--- src/ipsp_pkg.sv ---
// ----------------------------------------------------------------------------
// ipsp_pkg - shared types and constants for the patch record parser
// Result kinds, the signature and end-mark constants, and the result word.
// ----------------------------------------------------------------------------
package ipsp_pkg;

  localparam int unsigned AddrW  = 24;
  localparam int unsigned SizeW  = 16;
  localparam int unsigned ByteW  = 8;
  localparam int unsigned SigLen = 5;

  // "EOF" as a 3-byte big-endian offset ends the patch
  localparam logic [AddrW-1:0] END_MARK = 24'h454F46;

  typedef enum logic [2:0] {
    KIND_LITERAL = 3'd0,
    KIND_FILL    = 3'd1,
    KIND_END_OK  = 3'd2,
    KIND_BAD_HDR = 3'd3,
    KIND_TRUNC   = 3'd4
  } kind_t;

  typedef struct packed {
    kind_t             kind;
    logic [AddrW-1:0]  target_address;
    logic [SizeW-1:0]  run_length;
    logic [ByteW-1:0]  byte_value;
    logic              last;
  } result_t;

  // expected byte of the "PATCH" signature at a given position
  function automatic logic [ByteW-1:0] sig_byte(input logic [2:0] idx);
    logic [ByteW-1:0] b;
    case (idx)
      3'd0:    b = 8'h50;  // P
      3'd1:    b = 8'h41;  // A
      3'd2:    b = 8'h54;  // T
      3'd3:    b = 8'h43;  // C
      3'd4:    b = 8'h48;  // H
      default: b = 8'h00;
    endcase
    return b;
  endfunction

endpackage

--- src/ips_patch_record_parser.sv ---
// ----------------------------------------------------------------------------
// ips_patch_record_parser - byte-stream parser for IPS patch files
// Checks the signature, splits records into literal writes and fill runs.
// ----------------------------------------------------------------------------
// Usage:
//   Feed the patch file one byte per word on the in_ channel; raise in_tlast
//   on the final byte. Each word may produce zero, one or two result words on
//   the out_ channel: literal byte writes (one per data byte), fill runs (on
//   the fill byte), end record ok, bad header (on the fifth signature byte)
//   and truncated (when in_tlast comes before a complete end record and no
//   error was reported). out_tlast marks the last result caused by one input
//   word. Bytes after an end record or an error are dropped until in_tlast,
//   which rearms the parser to expect a new signature.
// Timing:
//   Results are registered into the result queue, whose entry 0 drives out_.
//   With the receiver always ready the block takes one byte every cycle, but
//   a byte that yields two results holds off the next byte, as the three-entry
//   result queue must have room for two words before a byte is taken.
// Reset and stalls:
//   rst_n (synchronous, active low) empties the queue and returns the parser
//   to the signature check. When out_tready is low the queue fills and
//   in_tready drops once fewer than two entries are free; nothing is lost.
// ----------------------------------------------------------------------------
module ips_patch_record_parser
  import ipsp_pkg::*;
(
  input  logic        clk,
  input  logic        rst_n,
  // input channel
  input  logic        in_tvalid,
  output logic        in_tready,
  input  logic [7:0]  in_tdata,   // [7:0] data_byte
  input  logic        in_tlast,   // stream_end
  // result channel
  output logic        out_tvalid,
  input  logic        out_tready,
  output logic [47:0] out_tdata,  // [23:0] target_address, [39:24] run_length,
                                  // [47:40] byte_value
  output logic [2:0]  out_tuser,  // [2:0] kind
  output logic        out_tlast   // last
);

  typedef enum logic [2:0] {
    PH_HDR_GOOD,
    PH_HDR_BAD,
    PH_OFFSET,
    PH_SIZE,
    PH_LITERAL,
    PH_RUNLEN,
    PH_FILLVAL,
    PH_IDLE
  } phase_t;

  localparam int unsigned QDepth = 3;

  // parser state
  phase_t            phase_r,  phase_nxt;
  logic [2:0]        fidx_r,   fidx_nxt;
  logic [AddrW-1:0]  offset_r, offset_nxt;
  logic [SizeW-1:0]  size_r,   size_nxt;
  logic [SizeW-1:0]  done_r,   done_nxt;

  // result queue; entry 0 drives the out_ port
  result_t           q_r [QDepth];
  result_t           q_nxt [QDepth];
  logic [1:0]        cnt_r, cnt_nxt;

  logic              in_fire, pop;
  logic [ByteW-1:0]  b;
  result_t           res0, res1;
  logic [1:0]        nres;
  logic [1:0]        cnt_pop;
  logic [2:0]        fidx_inc;
  logic              hdr_bad;
  logic [AddrW-1:0]  off_shift;
  logic [SizeW-1:0]  size_shift;
  logic [SizeW-1:0]  done_inc;
  result_t           r;
  result_t           zero_res;

  assign in_fire    = in_tvalid && in_tready;
  assign in_tready  = (cnt_r <= 2'd1);
  assign out_tvalid = (cnt_r != 2'd0);
  assign pop        = out_tvalid && out_tready;
  assign b          = in_tdata;

  assign out_tdata = {q_r[0].byte_value, q_r[0].run_length, q_r[0].target_address};
  assign out_tuser = q_r[0].kind;
  assign out_tlast = q_r[0].last;

  assign fidx_inc   = fidx_r + 3'd1;
  assign off_shift  = {offset_r[AddrW-ByteW-1:0], b};
  assign size_shift = {size_r[SizeW-ByteW-1:0], b};
  assign done_inc   = done_r + 16'd1;
  assign hdr_bad    = (phase_r == PH_HDR_BAD) || (b != sig_byte(fidx_r));

  // parse one byte: next state and up to two results
  always_comb begin
    zero_res   = '{kind: KIND_LITERAL, target_address: '0, run_length: '0,
                   byte_value: '0, last: 1'b0};
    phase_nxt  = phase_r;
    fidx_nxt   = fidx_r;
    offset_nxt = offset_r;
    size_nxt   = size_r;
    done_nxt   = done_r;
    res0       = zero_res;
    res1       = zero_res;
    nres       = 2'd0;
    r          = zero_res;

    case (phase_r)
      PH_HDR_GOOD, PH_HDR_BAD: begin
        phase_nxt = hdr_bad ? PH_HDR_BAD : PH_HDR_GOOD;
        fidx_nxt  = fidx_inc;
        if (fidx_inc >= 3'(SigLen)) begin
          fidx_nxt = 3'd0;
          if (hdr_bad) begin
            r.kind    = KIND_BAD_HDR;
            res0      = r;
            nres      = 2'd1;
            phase_nxt = PH_IDLE;
          end else begin
            phase_nxt = PH_OFFSET;
          end
        end
      end
      PH_OFFSET: begin
        offset_nxt = off_shift;
        fidx_nxt   = fidx_inc;
        if (fidx_inc >= 3'd3) begin
          fidx_nxt = 3'd0;
          if (off_shift == END_MARK) begin
            r.kind    = KIND_END_OK;
            res0      = r;
            nres      = 2'd1;
            phase_nxt = PH_IDLE;
          end else begin
            size_nxt  = '0;
            phase_nxt = PH_SIZE;
          end
        end
      end
      PH_SIZE: begin
        size_nxt = size_shift;
        fidx_nxt = fidx_inc;
        if (fidx_inc >= 3'd2) begin
          fidx_nxt  = 3'd0;
          done_nxt  = '0;
          phase_nxt = (size_shift != '0) ? PH_LITERAL : PH_RUNLEN;
        end
      end
      PH_LITERAL: begin
        // address wraps modulo 2^24
        r.kind           = KIND_LITERAL;
        r.target_address = offset_r + {{(AddrW-SizeW){1'b0}}, done_r};
        r.byte_value     = b;
        res0             = r;
        nres             = 2'd1;
        done_nxt         = done_inc;
        if (done_inc == size_r) begin
          phase_nxt = PH_OFFSET;
        end
      end
      PH_RUNLEN: begin
        size_nxt = size_shift;
        fidx_nxt = fidx_inc;
        if (fidx_inc >= 3'd2) begin
          fidx_nxt  = 3'd0;
          phase_nxt = PH_FILLVAL;
        end
      end
      PH_FILLVAL: begin
        r.kind           = KIND_FILL;
        r.target_address = offset_r;
        r.run_length     = size_r;
        r.byte_value     = b;
        res0             = r;
        nres             = 2'd1;
        phase_nxt        = PH_OFFSET;
      end
      default: begin
        // idle: drop trailing bytes
      end
    endcase

    // end of stream: report truncation, then rearm
    if (in_tlast) begin
      if (phase_nxt != PH_IDLE) begin
        r      = zero_res;
        r.kind = KIND_TRUNC;
        if (nres == 2'd0) begin
          res0 = r;
        end else begin
          res1 = r;
        end
        nres = nres + 2'd1;
      end
      phase_nxt  = PH_HDR_GOOD;
      fidx_nxt   = 3'd0;
      offset_nxt = '0;
      size_nxt   = '0;
      done_nxt   = '0;
    end

    if (nres == 2'd1) begin
      res0.last = 1'b1;
    end else if (nres == 2'd2) begin
      res1.last = 1'b1;
    end

    if (!in_fire) begin
      nres = 2'd0;
    end
  end

  // result queue: shift out on pop, append new results behind what remains
  assign cnt_pop = cnt_r - {1'b0, pop};

  always_comb begin
    for (int i = 0; i < QDepth; i++) begin
      if (pop) begin
        q_nxt[i] = (i < QDepth - 1) ? q_r[(i + 1) % QDepth] : q_r[i];
      end else begin
        q_nxt[i] = q_r[i];
      end
      if ((nres != 2'd0) && (i == int'(cnt_pop))) begin
        q_nxt[i] = res0;
      end
      if ((nres == 2'd2) && (i == int'(cnt_pop) + 1)) begin
        q_nxt[i] = res1;
      end
    end
    cnt_nxt = cnt_pop + nres;
  end

  always_ff @(posedge clk) begin
    if (!rst_n) begin
      phase_r  <= PH_HDR_GOOD;
      fidx_r   <= 3'd0;
      offset_r <= '0;
      size_r   <= '0;
      done_r   <= '0;
      cnt_r    <= 2'd0;
    end else begin
      cnt_r <= cnt_nxt;
      if (in_fire) begin
        phase_r  <= phase_nxt;
        fidx_r   <= fidx_nxt;
        offset_r <= offset_nxt;
        size_r   <= size_nxt;
        done_r   <= done_nxt;
      end
    end
  end

  always_ff @(posedge clk) begin
    for (int i = 0; i < QDepth; i++) begin
      q_r[i] <= q_nxt[i];
    end
  end

`ifndef SYNTHESIS
  // end of stream always rearms the signature check
  a_rearm: assert property (@(posedge clk) disable iff (!rst_n)
    in_fire && in_tlast |=> (phase_r == PH_HDR_GOOD) && (fidx_r == 3'd0))
    else $error("parser not rearmed after end of stream");

  // queue never overflows
  a_no_overflow: assert property (@(posedge clk) disable iff (!rst_n)
    in_fire |-> ({1'b0, cnt_pop} + {1'b0, nres}) <= 3'(QDepth))
    else $error("result queue overflow");

  // end of stream outside idle always yields a result
  a_tlast_result: assert property (@(posedge clk) disable iff (!rst_n)
    in_fire && in_tlast && (phase_r != PH_IDLE) |-> nres != 2'd0)
    else $error("end of stream without a result");

  // field counter stays within its field
  a_fidx_range: assert property (@(posedge clk) disable iff (!rst_n)
    ((phase_r == PH_OFFSET) |-> (fidx_r <= 3'd2)) and
    ((phase_r == PH_HDR_GOOD || phase_r == PH_HDR_BAD) |-> (fidx_r <= 3'd4)))
    else $error("field index out of range");
`endif

endmodule

--- config.mk ---
export PLATFORM = sky130hd
export DESIGN_NAME = ips_patch_record_parser
export DESIGN_NICKNAME = d
export VERILOG_FILES = /design/src/ipsp_pkg.sv /design/src/ips_patch_record_parser.sv
export SDC_FILE = /design/constraint.sdc
export NUM_CORES = 1
export LEC_CHECK = 0
export ABC_CLOCK_PERIOD_IN_PS = 4200
export BUFFER_PORTS_ARGS = -buffer_cell sky130_fd_sc_hd__buf_2
export CAP_MARGIN = 20
export CORE_MARGIN = 10
export CORE_UTILIZATION = 56
export CTS_CLUSTER_DIAMETER = 100
export DETAILED_ROUTE_END_ITERATION = 8
export PLACE_DENSITY = 0.77
export SLEW_MARGIN = 20
export SYNTH_ARGS = -nofsm -noshare
export SYNTH_HDL_FRONTEND = slang
export SYNTH_SLANG_ARGS = --single-unit
--- constraint.sdc ---
create_clock -name clk -period 4.2 [get_ports clk]
set_input_delay 1.05 -clock clk [delete_from_list [all_inputs] [get_ports clk]]
set_output_delay 1.05 -clock clk [all_outputs]
set_load 0.02 [all_outputs]
==> results of run 1 <==
==> through the flow <==
stage	utilization, %	area [um2]	hold slack (ps)	setup WS [ps]
after global placement	58.7	12400	442	63.8
after global routing	62.2	13100	475	8.48
after floorplan	-	12000	432	12.7
after CTS	62.2	13100	460	323
final	62.2	13100	458	360
after detailed placement	58.7	12400	450	-45.9
==> flip-flops by register name (all words and copies together), names as in the netlist <==
register / flops
done_r: 16
size_r: 16
cnt_r: 2
phase_r: 3
q_r: 156
fidx_r: 3
offset_r: 24
==> critical path: cells and delay by family, from the launching register on <==
kind	cells	cell delay, ps
DFF	1	430
xor gates and xnor gates	1	130
AOI/OAI and AO/OA	4	860
and+or+nand+nor	7	1170
buffers and inverters	3	510
adders and majority gates	2	560
==> cells in the mapped netlist, types with 4 or more instances <==
| master | n |
|---|---|
| a211oi_1 | 18 |
| a21o_1 | 10 |
| a21oi_1 | 43 |
| a221oi_1 | 14 |
| a22oi_1 | 34 |
| a311oi_1 | 32 |
| a31oi_1 | 35 |
| and2_1 | 45 |
| and3_1 | 37 |
| buf_2 | 19 |
| buf_4 | 57 |
| clkbuf_1 | 73 |
| dfxtp_1 | 214 |
| edfxtp_1 | 6 |
| ha_1 | 26 |
| inv_1 | 20 |
| mux2i_1 | 78 |
| nand2_1 | 270 |
| nand2b_1 | 12 |
| nand3_1 | 26 |
| nand4_1 | 14 |
| nor2_1 | 76 |
| nor2b_1 | 24 |
| nor3_1 | 82 |
| nor4_1 | 9 |
| o211ai_1 | 5 |
| o21a_1 | 4 |
| o21ai_0 | 63 |
| o2bb2ai_1 | 7 |
| o31ai_1 | 5 |
| or2_2 | 4 |
| xnor2_1 | 29 |
| xor2_1 | 15 |
==> power breakdown <==
part           leakage (uW)  internal [uW]  switching, uW
clock network      0.000365           1130            867
logic               0.00303            893           1490
registers           0.00180           2620            261
==> kinds of logic after synthesis <==
group,after synthesis,share of synthesized area [%]
buffers and inverters,178,7.63
flip-flops,220,37.1
AND/OR/NAND/NOR,619,24.2
AO/OA/AOI/OAI,310,18.1
multiplexers,81,6.77
XOR/XNOR,44,3.20
adder cells (fa/ha/maj),28,2.95
==> how the worst min path moves through the flow <==
stage                                to  slack, ps
6_report       q_r[0][132]$_SDFFE_PP0P_        460
5_1_grt        q_r[0][141]$_SDFFE_PP0P_        470
4_1_cts        q_r[0][141]$_SDFFE_PP0P_        460
3_5_place_dp   q_r[0][141]$_SDFFE_PP0P_        450
3_3_place_gp   q_r[0][138]$_SDFFE_PP0P_        440
2_1_floorplan  q_r[0][145]$_SDFFE_PP0P_        430
==> per-layer routing <==
metal | GRT usage (%) | vias to the layer above | share of wire (%)
met5 | 0 | - | 0
met4 | 5.80 | 0 | 2.1
met3 | 4.94 | 66 | 9.2
met2 | 36.8 | 491 | 45
met1 | 31.6 | 5203 | 44
li1 | - | 5217 | -
==> final cells by class <==
type / count / share of cell area [%]
Antenna cell: 1 / 0.0191
Clock buffer: 33 / 4.90
Clock inverter: 9 / 0.648
Inverter: 23 / 0.658
Multi-Input combinational cell: 1082 / 51.1
Sequential cell: 220 / 34.0
Tap cell: 275 / 2.62
Timing Repair Buffer: 116 / 6.05
==> what timing repair did <==
item,in CTS,in global routing
hold buffers,0,0
endpoints found under the setup margin,0,67
resized for setup,0,1
==> metrics.cfg, run 1 <==
[clock_tree]
clock_tree.root_cell = clkbuf_16
cts_buffer_depth = 3
path_clk_slew_ps = 60
cts_buffers = 23
htreeDepth = 1
cts_sinks = 220
post_cts_buffers = 0
cts_tree = done
insertion_delay_ps = 530

[yosys]
ys_async_sr_fraction_pct = 0
synth_warnings = 0
synth_fp_nets = 1520
synth_edf_count = 6
ys_types = 80
syn_inst = 1480
ys_ff_latch = 220
ys_top_cells_by_area = dfxtp_1 36%, nand2_1 8.4%, mux2i_1 6.5%, buf_4 3.6%, nor3_1 3.4%
seq_area_frac_synth_pct = 37.1
syn-mean-instance-area_um2 = 8.13
syn_area_mm2 = 0.0120
synthFlopType = dfxtp_1
yosys.area.top_type_share_pct = 35.6
yosys.area.top_type = dfxtp_1

[grt]
grt_overflow = 0
grt_pass1_wl_um = 55200
grt_start_max_net_pins = 87
grt_pass1_vias = 10329
antenna_found_initial = 1
grt_usage_pct = 23.3

[setup_path]
crit_chain = inv_1 > ha_1 > or3_1 > a21oi_2 > xnor2_1 > o311ai_2 > nand2_1 > buf_4 > nor2_1 > ha_1 > nand2_1 > nor2_1 > nor3_2 > o31a_4 > nand2_1 > buf_12 > o211ai_1
critPathMaxStageDelay_ps = 430
critical_path_arrival_ps = 4190
cp-end-kind = flip-flop
r2r_start = fidx_r[0]$_SDFFE_PN0P_
cp_slowest_cell = dfxtp_1
startpoint = fidx_r[0]$_SDFFE_PN0P_
rr_endpoint = q_r[0][103]$_DFFE_PP_
cp-start-kind = flip-flop
endpoint = q_r[0][103]$_DFFE_PP_
reg2reg_slack_ps = 360
required_ps = 4550
reg2regPathDepth = 17
cp_common_cell = nand2_1
worstSetupPathType = flip-flop to flip-flop
path_max_fanout = 13

[finish]
syn2layout_area_growth_pct = 9.09
layout.nets = 1506
mostFrequentLayoutCells = 268 x nand2_1, 214 x dfxtp_1, 80 x nor3_1
stdcell_count = 1759
seq_area_mm2 = 0.00446
multi_input_area_mm2 = 0.00670
fillers = 1825
drive_above_1_share_pct = 12.1
layout_commonest_cell = nand2_1

[power]
powerDensity_mw_per_mm2 = 554
p_total_uw = 7260
leakagePower_uw = 0.00520
vdd_ir_drop_max_mv = 0.311

[sta]
fin_crit_ps = 3840
final_max_slew_viol_count = 0
worst_slew_margin_rel_pct = 33.5
final.period_utilization_pct = 91.4
clock_skew_ps = 14.1
max_freq_mhz = 260
finalSetupViolCount = 0
tightestPinTransition_ps = 997
timing.setup.tns_ps = 0
rsz0062_at_grt = no
finalHoldViolCount = 0

[min_path]
holdPathStages = 2
hold_path.class = flip-flop to flip-flop
worstHoldStart = q_r[0][132]$_SDFFE_PP0P_

[routing]
first_pass_iters = 5
drt-initial-drc-count = 1283
ant_nets = 0
drc = 0
viasPerCell = 6.24
post_drt_wl_per_cell_um = 19.5
vias = 10977
routed_wl_um = 34300

[placed_design]
dp_hpwl_um = 23600
numPortBuffers = 66
dp.cells = 1716
routabilityCongestion = 0.947

[floorplanning]
coreArea_mm2 = 0.0211
die_w_um = 167
row_count = 53
die_area_mm2 = 0.0277
die_y_um = 167
num_io_pins = 67
initial_utilization_pct = 57.0

[job]
maxCapViolCount = 0

[run_status]
status = finished clean

Power figures use the tool's default switching activity.
==> run 2, diff against run 1 <==
Settings changed: REMOVE_ABC_BUFFERS set to 1.
==> run 2 against run 1 <==
  * Clock-buffer cell count decreased by 2
  * Final cell count increased by 0.63%
  * Final area increased by 2.1%
  * Largest power group unchanged
  * Sequential power about the same
  * Global-route usage increased by 0.27 points
  * Highest routed layer unchanged
  * Largest cell class unchanged
  * Non-clock buffer count increased by 8
  * Hold slack improved by 2.5 ps
==> metrics.cfg, run 2 (synthesis results as in run 1) <==
[sta]
final_max_slew_viol_count = 0  ; unchanged
final.period_utilization_pct = 92.7  ; was 91.4%
worst_slack_ps = 305  ; was 360 ps
fin_crit_ps = 3890  ; was 3840 ps
finalHoldViolCount = 0  ; unchanged
clock_skew_ps = 15.3  ; was 14.1 ps
max_freq_mhz = 257  ; was 260 MHz
hold_ws_ps = 461  ; was 458 ps
worst_slew_margin_rel_pct = 28.4  ; was 33.5%
finalSetupViolCount = 0  ; unchanged
tightestPinTransition_ps = 1070  ; was 997 ps
rsz0062_at_grt = no  ; unchanged

[floorplanning]
die_y_um = 167  ; unchanged
die_area_mm2 = 0.0277  ; unchanged
num_io_pins = 67  ; unchanged
initial_utilization_pct = 57.0  ; unchanged
row_count = 53  ; unchanged
die_w_um = 167  ; unchanged
coreArea_mm2 = 0.0211  ; unchanged

[placed_design]
dp.cells = 1724  ; was 1,716
pre_cts_ws_ps = -223  ; was -45.9 ps
routabilityCongestion = 0.963  ; was 0.947
numPortBuffers = 66  ; unchanged
dp_hpwl_um = 22900  ; was 23,600 um

[routing]
vias = 10985  ; was 10,977
drc = 0  ; unchanged
drt-initial-drc-count = 1062  ; was 1,283
post_drt_wl_per_cell_um = 19.3  ; was 19.5 um
ant_nets = 0  ; unchanged
first_pass_iters = 7  ; was 5
routed_wl_um = 34200  ; was 34,300 um
viasPerCell = 6.21  ; was 6.24

[setup_path]
rr_endpoint = q_r[0][141]$_SDFFE_PP0P_  ; was q_r[0][103]$_DFFE_PP_
reg2regPathDepth = 16  ; was 17
path_max_fanout = 20  ; was 13
worstSetupPathType = flip-flop to flip-flop  ; unchanged
r2r_start = fidx_r[0]$_SDFFE_PN0P_  ; unchanged
startpoint = fidx_r[0]$_SDFFE_PN0P_  ; unchanged
reg2reg_slack_ps = 310  ; was 360 ps
required_ps = 4660  ; was 4550 ps
cp-end-kind = flip-flop  ; unchanged
cp-start-kind = flip-flop  ; unchanged
critical_path_arrival_ps = 4350  ; was 4190 ps

[finish]
top_regs = q_r: 156 flops, offset_r: 24 flops  ; unchanged
syn2layout_area_growth_pct = 11.4  ; was 9.09%
utilization_pct = 63.5  ; was 62.2%
regMostFlops = q_r  ; unchanged
largest_reg_flops = 156  ; unchanged
mostFrequentLayoutCells = 267 x nand2_1, 214 x dfxtp_1, 80 x nor3_1  ; was 268 x nand2_1, 214 x dfxtp_1, 80 x nor3_1
drive_above_1_share_pct = 13.3  ; was 12.1%
stdcell_count = 1770  ; was 1,759
layout_commonest_cell = nand2_1  ; unchanged
fillers = 1833  ; was 1,825
layout.nets = 1516  ; was 1,506
diodes = 0  ; was 1

[min_path]
holdPathStages = 2  ; unchanged
hold_path.class = flip-flop to flip-flop  ; unchanged
worstHoldStart = q_r[0][105]$_SDFFE_PP0P_  ; was q_r[0][132]$_SDFFE_PP0P_
min_to = q_r[0][105]$_SDFFE_PP0P_  ; was q_r[0][132]$_SDFFE_PP0P_

[clock_tree]
cts_sinks = 220  ; unchanged
clock_tree.root_cell = clkbuf_16  ; unchanged
htreeDepth = 1  ; unchanged
cts_tree = done  ; unchanged
insertion_delay_ps = 550  ; was 530 ps
path_clk_slew_ps = 60  ; about the same
post_cts_buffers = 0  ; unchanged
cts_buffer_depth = 3  ; unchanged
cts_buffers = 25  ; was 23

[grt]
grt_overflow = 0  ; unchanged
grt_start_max_net_pins = 93  ; was 87
grt_pass1_wl_um = 55900  ; was 55,200 um
antenna_found_initial = 0  ; was 1
grt_usage_pct = 23.5  ; was 23.3%
grt_pass1_vias = 10443  ; was 10,329

[job]
maxCapViolCount = 0  ; unchanged

[power]
powerDensity_mw_per_mm2 = 578  ; was 554 mW/mm2
vdd_ir_drop_max_mv = 0.430  ; was 0.311 mV
leakagePower_uw = 0.00533  ; was 0.00520 uW

[run_status]
status = finished clean  ; unchanged

==> run 2: cell count changes in the layout (fill, tap and decap cells not counted), sizes merged <==
cell,previous run,this run
bufinv,1,5
clkinv,8,6
buf,116,124
diode,1,0
inv,23,24
clkbuf,33,31
clkinvlp,0,3
==> run 2: worst max-delay path by stage <==
| stage | to | slack (ps) |
|---|---|---|
| floorplan | q_r[0][104]$_DFFE_PP_ | -5700 |
| global placement | q_r[0][90]$_SDFFE_PP0P_ | -80 |
| detailed placement | q_r[0][90]$_SDFFE_PP0P_ | -220 |
| CTS | q_r[0][90]$_SDFFE_PP0P_ | 130 |
| global route | q_r[0][90]$_SDFFE_PP0P_ | 80 |
| finish | q_r[0][141]$_SDFFE_PP0P_ | 310 |
==> run 2: repair_timing <==
action                     CTS  global route
setup endpoints to repair    0            36
gates resized for setup      0             3
hold buffers                 0             0
==> run 2: final cells by class <==
cell class / count / area [um2] / share of cell area [%]
multi-input cells: 1082 / 6710 / 50.0
flip-flops and latches: 220 / 4460 / 33.3
well taps: 275 / 344 / 2.57
clock buffers: 31 / 698 / 5.21
repair buffers: 124 / 878 / 6.55
clock inverters: 15 / 224 / 1.67
inverters: 23 / 86.3 / 0.644
==> run 2: layer usage <==
layer	GRT usage (%)	vias to the layer above	routed length [um]
li1	-	5240	-
met1	31.2	5217	14800
met2	37.7	450	15600
met3	4.71	78	2790
met4	7.22	0	989
met5	0	-	0
==> run 2: metrics by stage <==
step	area (um2)	TNS, ps	power, uW
floorplan	11200	-726280	4470
global placement	12500	-2600	5270
detailed placement	12500	-9180	5350
CTS	13400	0	7770
global route	13400	0	8130
finish	13400	0	7750
==> run 2: worst max-delay path, stage by stage, from the launching register on <==
cell and delay, ps:
dfxtp_1 420, inv_1 120, ha_1 280, or3_1 350, a21oi_2 180, xnor2_1 130
o311ai_2 320, nand2_1 140, o221ai_1 280, ha_1 290, nand2_1 90, nor2_1 70
nor2_1 130, nand3_1 150, a31oi_4 280, buf_4 330, mux2i_1 240
==> run 2: report_power, final <==
group / internal, uW / total, uW / switching, uW
combinational: 922 / 2450 / 1530
sequential: 2620 / 2870 / 255
clock: 1490 / 2420 / 930
total: 5030 / 7750 / 2710
==> run 3, diff against run 2 <==
Settings changed: CORE_UTILIZATION 56 to 58, CTS_BUF_LIST set to sky130_fd_sc_hd__clkbuf_8, PLACE_DENSITY 0.77 to 0.79.
==> run 3 against run 2 <==
  * Final cell count is 1.1% higher
  * Worst setup slack got worse by 46 ps
  * Die area is 3.0% lower
  * Sequential cell count stayed put
  * Maximum frequency fell by 1.2%
  * First-iteration DRC count is 10% higher
  * Sequential share of layout area rose by 0.30 points
  * Final area fell by 0.88%
  * Hold slack barely moved
  * Critical path type unchanged
  * Largest power group unchanged
==> metrics.cfg, run 3 (synthesis results as in run 1) <==
[run_status]
status = finished clean  ; unchanged

[floorplanning]
num_io_pins = 67  ; unchanged
die_area_mm2 = 0.0269  ; was 0.0277 mm2
die_y_um = 164  ; was 167 um
initial_utilization_pct = 59.3  ; was 57.0%
die_w_um = 164  ; was 167 um
coreArea_mm2 = 0.0203  ; was 0.0211 mm2
row_count = 52  ; was 53

[finish]
layout.nets = 1531  ; was 1,516
utilization_pct = 65.4  ; was 63.5%
mostFrequentLayoutCells = 268 x nand2_1, 214 x dfxtp_1, 81 x nor3_1  ; was 267 x nand2_1, 214 x dfxtp_1, 80 x nor3_1
drive_above_1_share_pct = 13.7  ; was 13.3%
regMostFlops = q_r  ; unchanged
largest_reg_flops = 156  ; unchanged
fillers = 1743  ; was 1,833
diodes = 0  ; unchanged
stdcell_count = 1789  ; was 1,770
layout_commonest_cell = nand2_1  ; unchanged
top_regs = q_r: 156 flops, offset_r: 24 flops  ; unchanged
syn2layout_area_growth_pct = 10.4  ; was 11.4%

[sta]
finalSetupViolCount = 0  ; unchanged
finalHoldViolCount = 0  ; unchanged
worst_slack_ps = 259  ; was 305 ps
tightestPinTransition_ps = 1060  ; was 1070 ps
final_max_slew_viol_count = 0  ; unchanged
rsz0062_at_grt = no  ; unchanged
worst_slew_margin_rel_pct = 29.7  ; was 28.4%
max_freq_mhz = 254  ; was 257 MHz
timing.setup.tns_ps = 0  ; unchanged
final.period_utilization_pct = 93.8  ; was 92.7%
clock_skew_ps = 10.7  ; was 15.3 ps
fin_crit_ps = 3940  ; was 3890 ps

[placed_design]
numPortBuffers = 66  ; unchanged
pre_cts_ws_ps = -119  ; was -223 ps
dp_hpwl_um = 23300  ; was 22,900 um
routabilityCongestion = 0.962  ; was 0.963
dp.cells = 1722  ; was 1,724

[setup_path]
worst-path-stages = 16  ; unchanged
crit_family = compound AO/OA/AOI/OAI gates  ; unchanged
critical_path_arrival_ps = 4360  ; was 4350 ps
critPathBufInv = 2  ; unchanged
worstSetupPathType = flip-flop to flip-flop  ; unchanged
cp-end-kind = flip-flop  ; unchanged
required_ps = 4620  ; was 4660 ps
crit_chain = inv_1 > ha_1 > or3_1 > a21oi_2 > xnor2_1 > o311ai_2 > nand2_1 > o221ai_1 > ha_1 > nand2_1 > nor2_1 > nor3_1 > o31a_4 > nand2_1 > buf_4 > a311oi_1  ; was inv_1 > ha_1 > or3_1 > a21oi_2 > xnor2_1 > o311ai_2 > nand2_1 > o221ai_1 > ha_1 > nand2_1 > nor2_1 > nor2_1 > nand3_1 > a31oi_4 > buf_4 > mux2i_1
cp_slowest_cell = dfxtp_1  ; unchanged
critPathMaxStageDelay_ps = 430  ; was 420 ps
path_max_fanout = 12  ; was 20
cp_common_cell = nand2_1
cp-start-kind = flip-flop  ; unchanged
reg2regPathDepth = 16  ; unchanged

[min_path]
hold_path.class = flip-flop to flip-flop  ; unchanged
holdPathStages = 2  ; unchanged

[power]
p_int_uw = 4660  ; was 5030 uW
switching_power_uw = 2660  ; was 2710 uW
combinationalPowerShare_pct = 33.6  ; was 31.6%
seq_power_share_pct = 39.0  ; was 37.1%
powerDensity_mw_per_mm2 = 551  ; was 578 mW/mm2
power.clock.fraction_pct = 27.4  ; was 31.3%
switching_share_pct = 36.3  ; was 35.0%
vdd_ir_drop_max_mv = 0.322  ; was 0.430 mV
leakagePower_uw = 0.00532  ; was 0.00533 uW

[clock_tree]
cts-hold-fix-buffers = 0  ; unchanged
cts_sinks = 220  ; unchanged
post_cts_buffers = 0  ; unchanged
path_clk_slew_ps = 60  ; about the same
post_cts_resized = 0  ; unchanged
insertion_delay_ps = 530  ; was 550 ps
cts_buffer_depth = 3  ; unchanged
cts_buffers = 37  ; was 25
htreeDepth = 2  ; was 1
clock_tree.root_cell = clkbuf_8  ; was clkbuf_16
cts_tree = done  ; unchanged

[grt]
grt_start_max_net_pins = 87  ; was 93
antenna_found_initial = 0  ; unchanged
grt_overflow = 0  ; unchanged
grt_usage_pct = 24.6  ; was 23.5%
grt_pass1_vias = 10558  ; was 10,443
grt_pass1_wl_um = 54800  ; was 55,900 um

[routing]
drc = 0  ; unchanged
drt-initial-drc-count = 1169  ; was 1,062
post_drt_wl_per_cell_um = 19.0  ; was 19.3 um
ant_nets = 0  ; unchanged
first_pass_iters = 5  ; was 7
routed_wl_um = 33900  ; was 34,200 um
viasPerCell = 6.15  ; was 6.21
vias = 11006  ; was 10,985

[job]
maxCapViolCount = 0  ; unchanged

-- run 3: layout make-up --
class / count / area, um2 / area share (%)
multi-input combinational: 1082 / 6700 / 50.4
tap: 270 / 338 / 2.54
clock buffer: 42 / 578 / 4.35
clock inverter: 25 / 193 / 1.45
inverter: 23 / 86.3 / 0.650
timing repair buffer: 127 / 926 / 6.97
sequential: 220 / 4460 / 33.6
-- run 3: worst register-to-register path: stages, from the launching register on --
cell      delay (ps)
dfxtp_1          430
inv_1            120
ha_1             270
or3_1            350
a21oi_2          160
xnor2_1          140
o311ai_2         280
nand2_1          150
o221ai_1         290
ha_1             300
nand2_1          100
nor2_1            60
nor3_1           310
o31a_4           240
nand2_1          130
buf_4            250
a311oi_1         270
-- run 3: power groups by stage --
stage	sequential, uW	clock [uW]	combinational, uW
2_1_floorplan	3170	0	1300
5_1_grt	2920	2130	2680
6_report	2860	2000	2460
3_3_place_gp	2880	0	2370
3_5_place_dp	2890	0	2450
4_1_cts	2860	2030	2460
-- run 3: metrics by stage --
step,instance area (um2),power (uW),hold slack (ps)
after global routing,13300,7730,470
final,13300,7320,461
after CTS,13300,7350,461
after global placement,12500,5250,443
after detailed placement,12500,5340,446
after floorplan,11200,4470,432
-- run 3: routing by layer --
layer / vias up / GRT usage, % / routed length, um
li1: 5258 / - / -
met4: 0 / 9.22 / 937
met3: 77 / 4.51 / 2660
met5: - / 0 / 0
met2: 458 / 39.9 / 15700
met1: 5213 / 31.9 / 14600
-- run 3: path summary, 6_finish.rpt --
| kind | startpoint | endpoint | slack [ps] |
|---|---|---|---|
| setup / recovery | fidx_r[0]$_SDFFE_PN0P_ | q_r[0][78]$_SDFFE_PP0P_ | 260 |
| setup reg to reg | fidx_r[0]$_SDFFE_PN0P_ | q_r[0][78]$_SDFFE_PP0P_ | 260 |
| hold / removal | q_r[0][107]$_SDFFE_PP0P_ | q_r[0][107]$_SDFFE_PP0P_ | 460 |
| hold reg to reg | q_r[0][107]$_SDFFE_PP0P_ | q_r[0][107]$_SDFFE_PP0P_ | 460 |
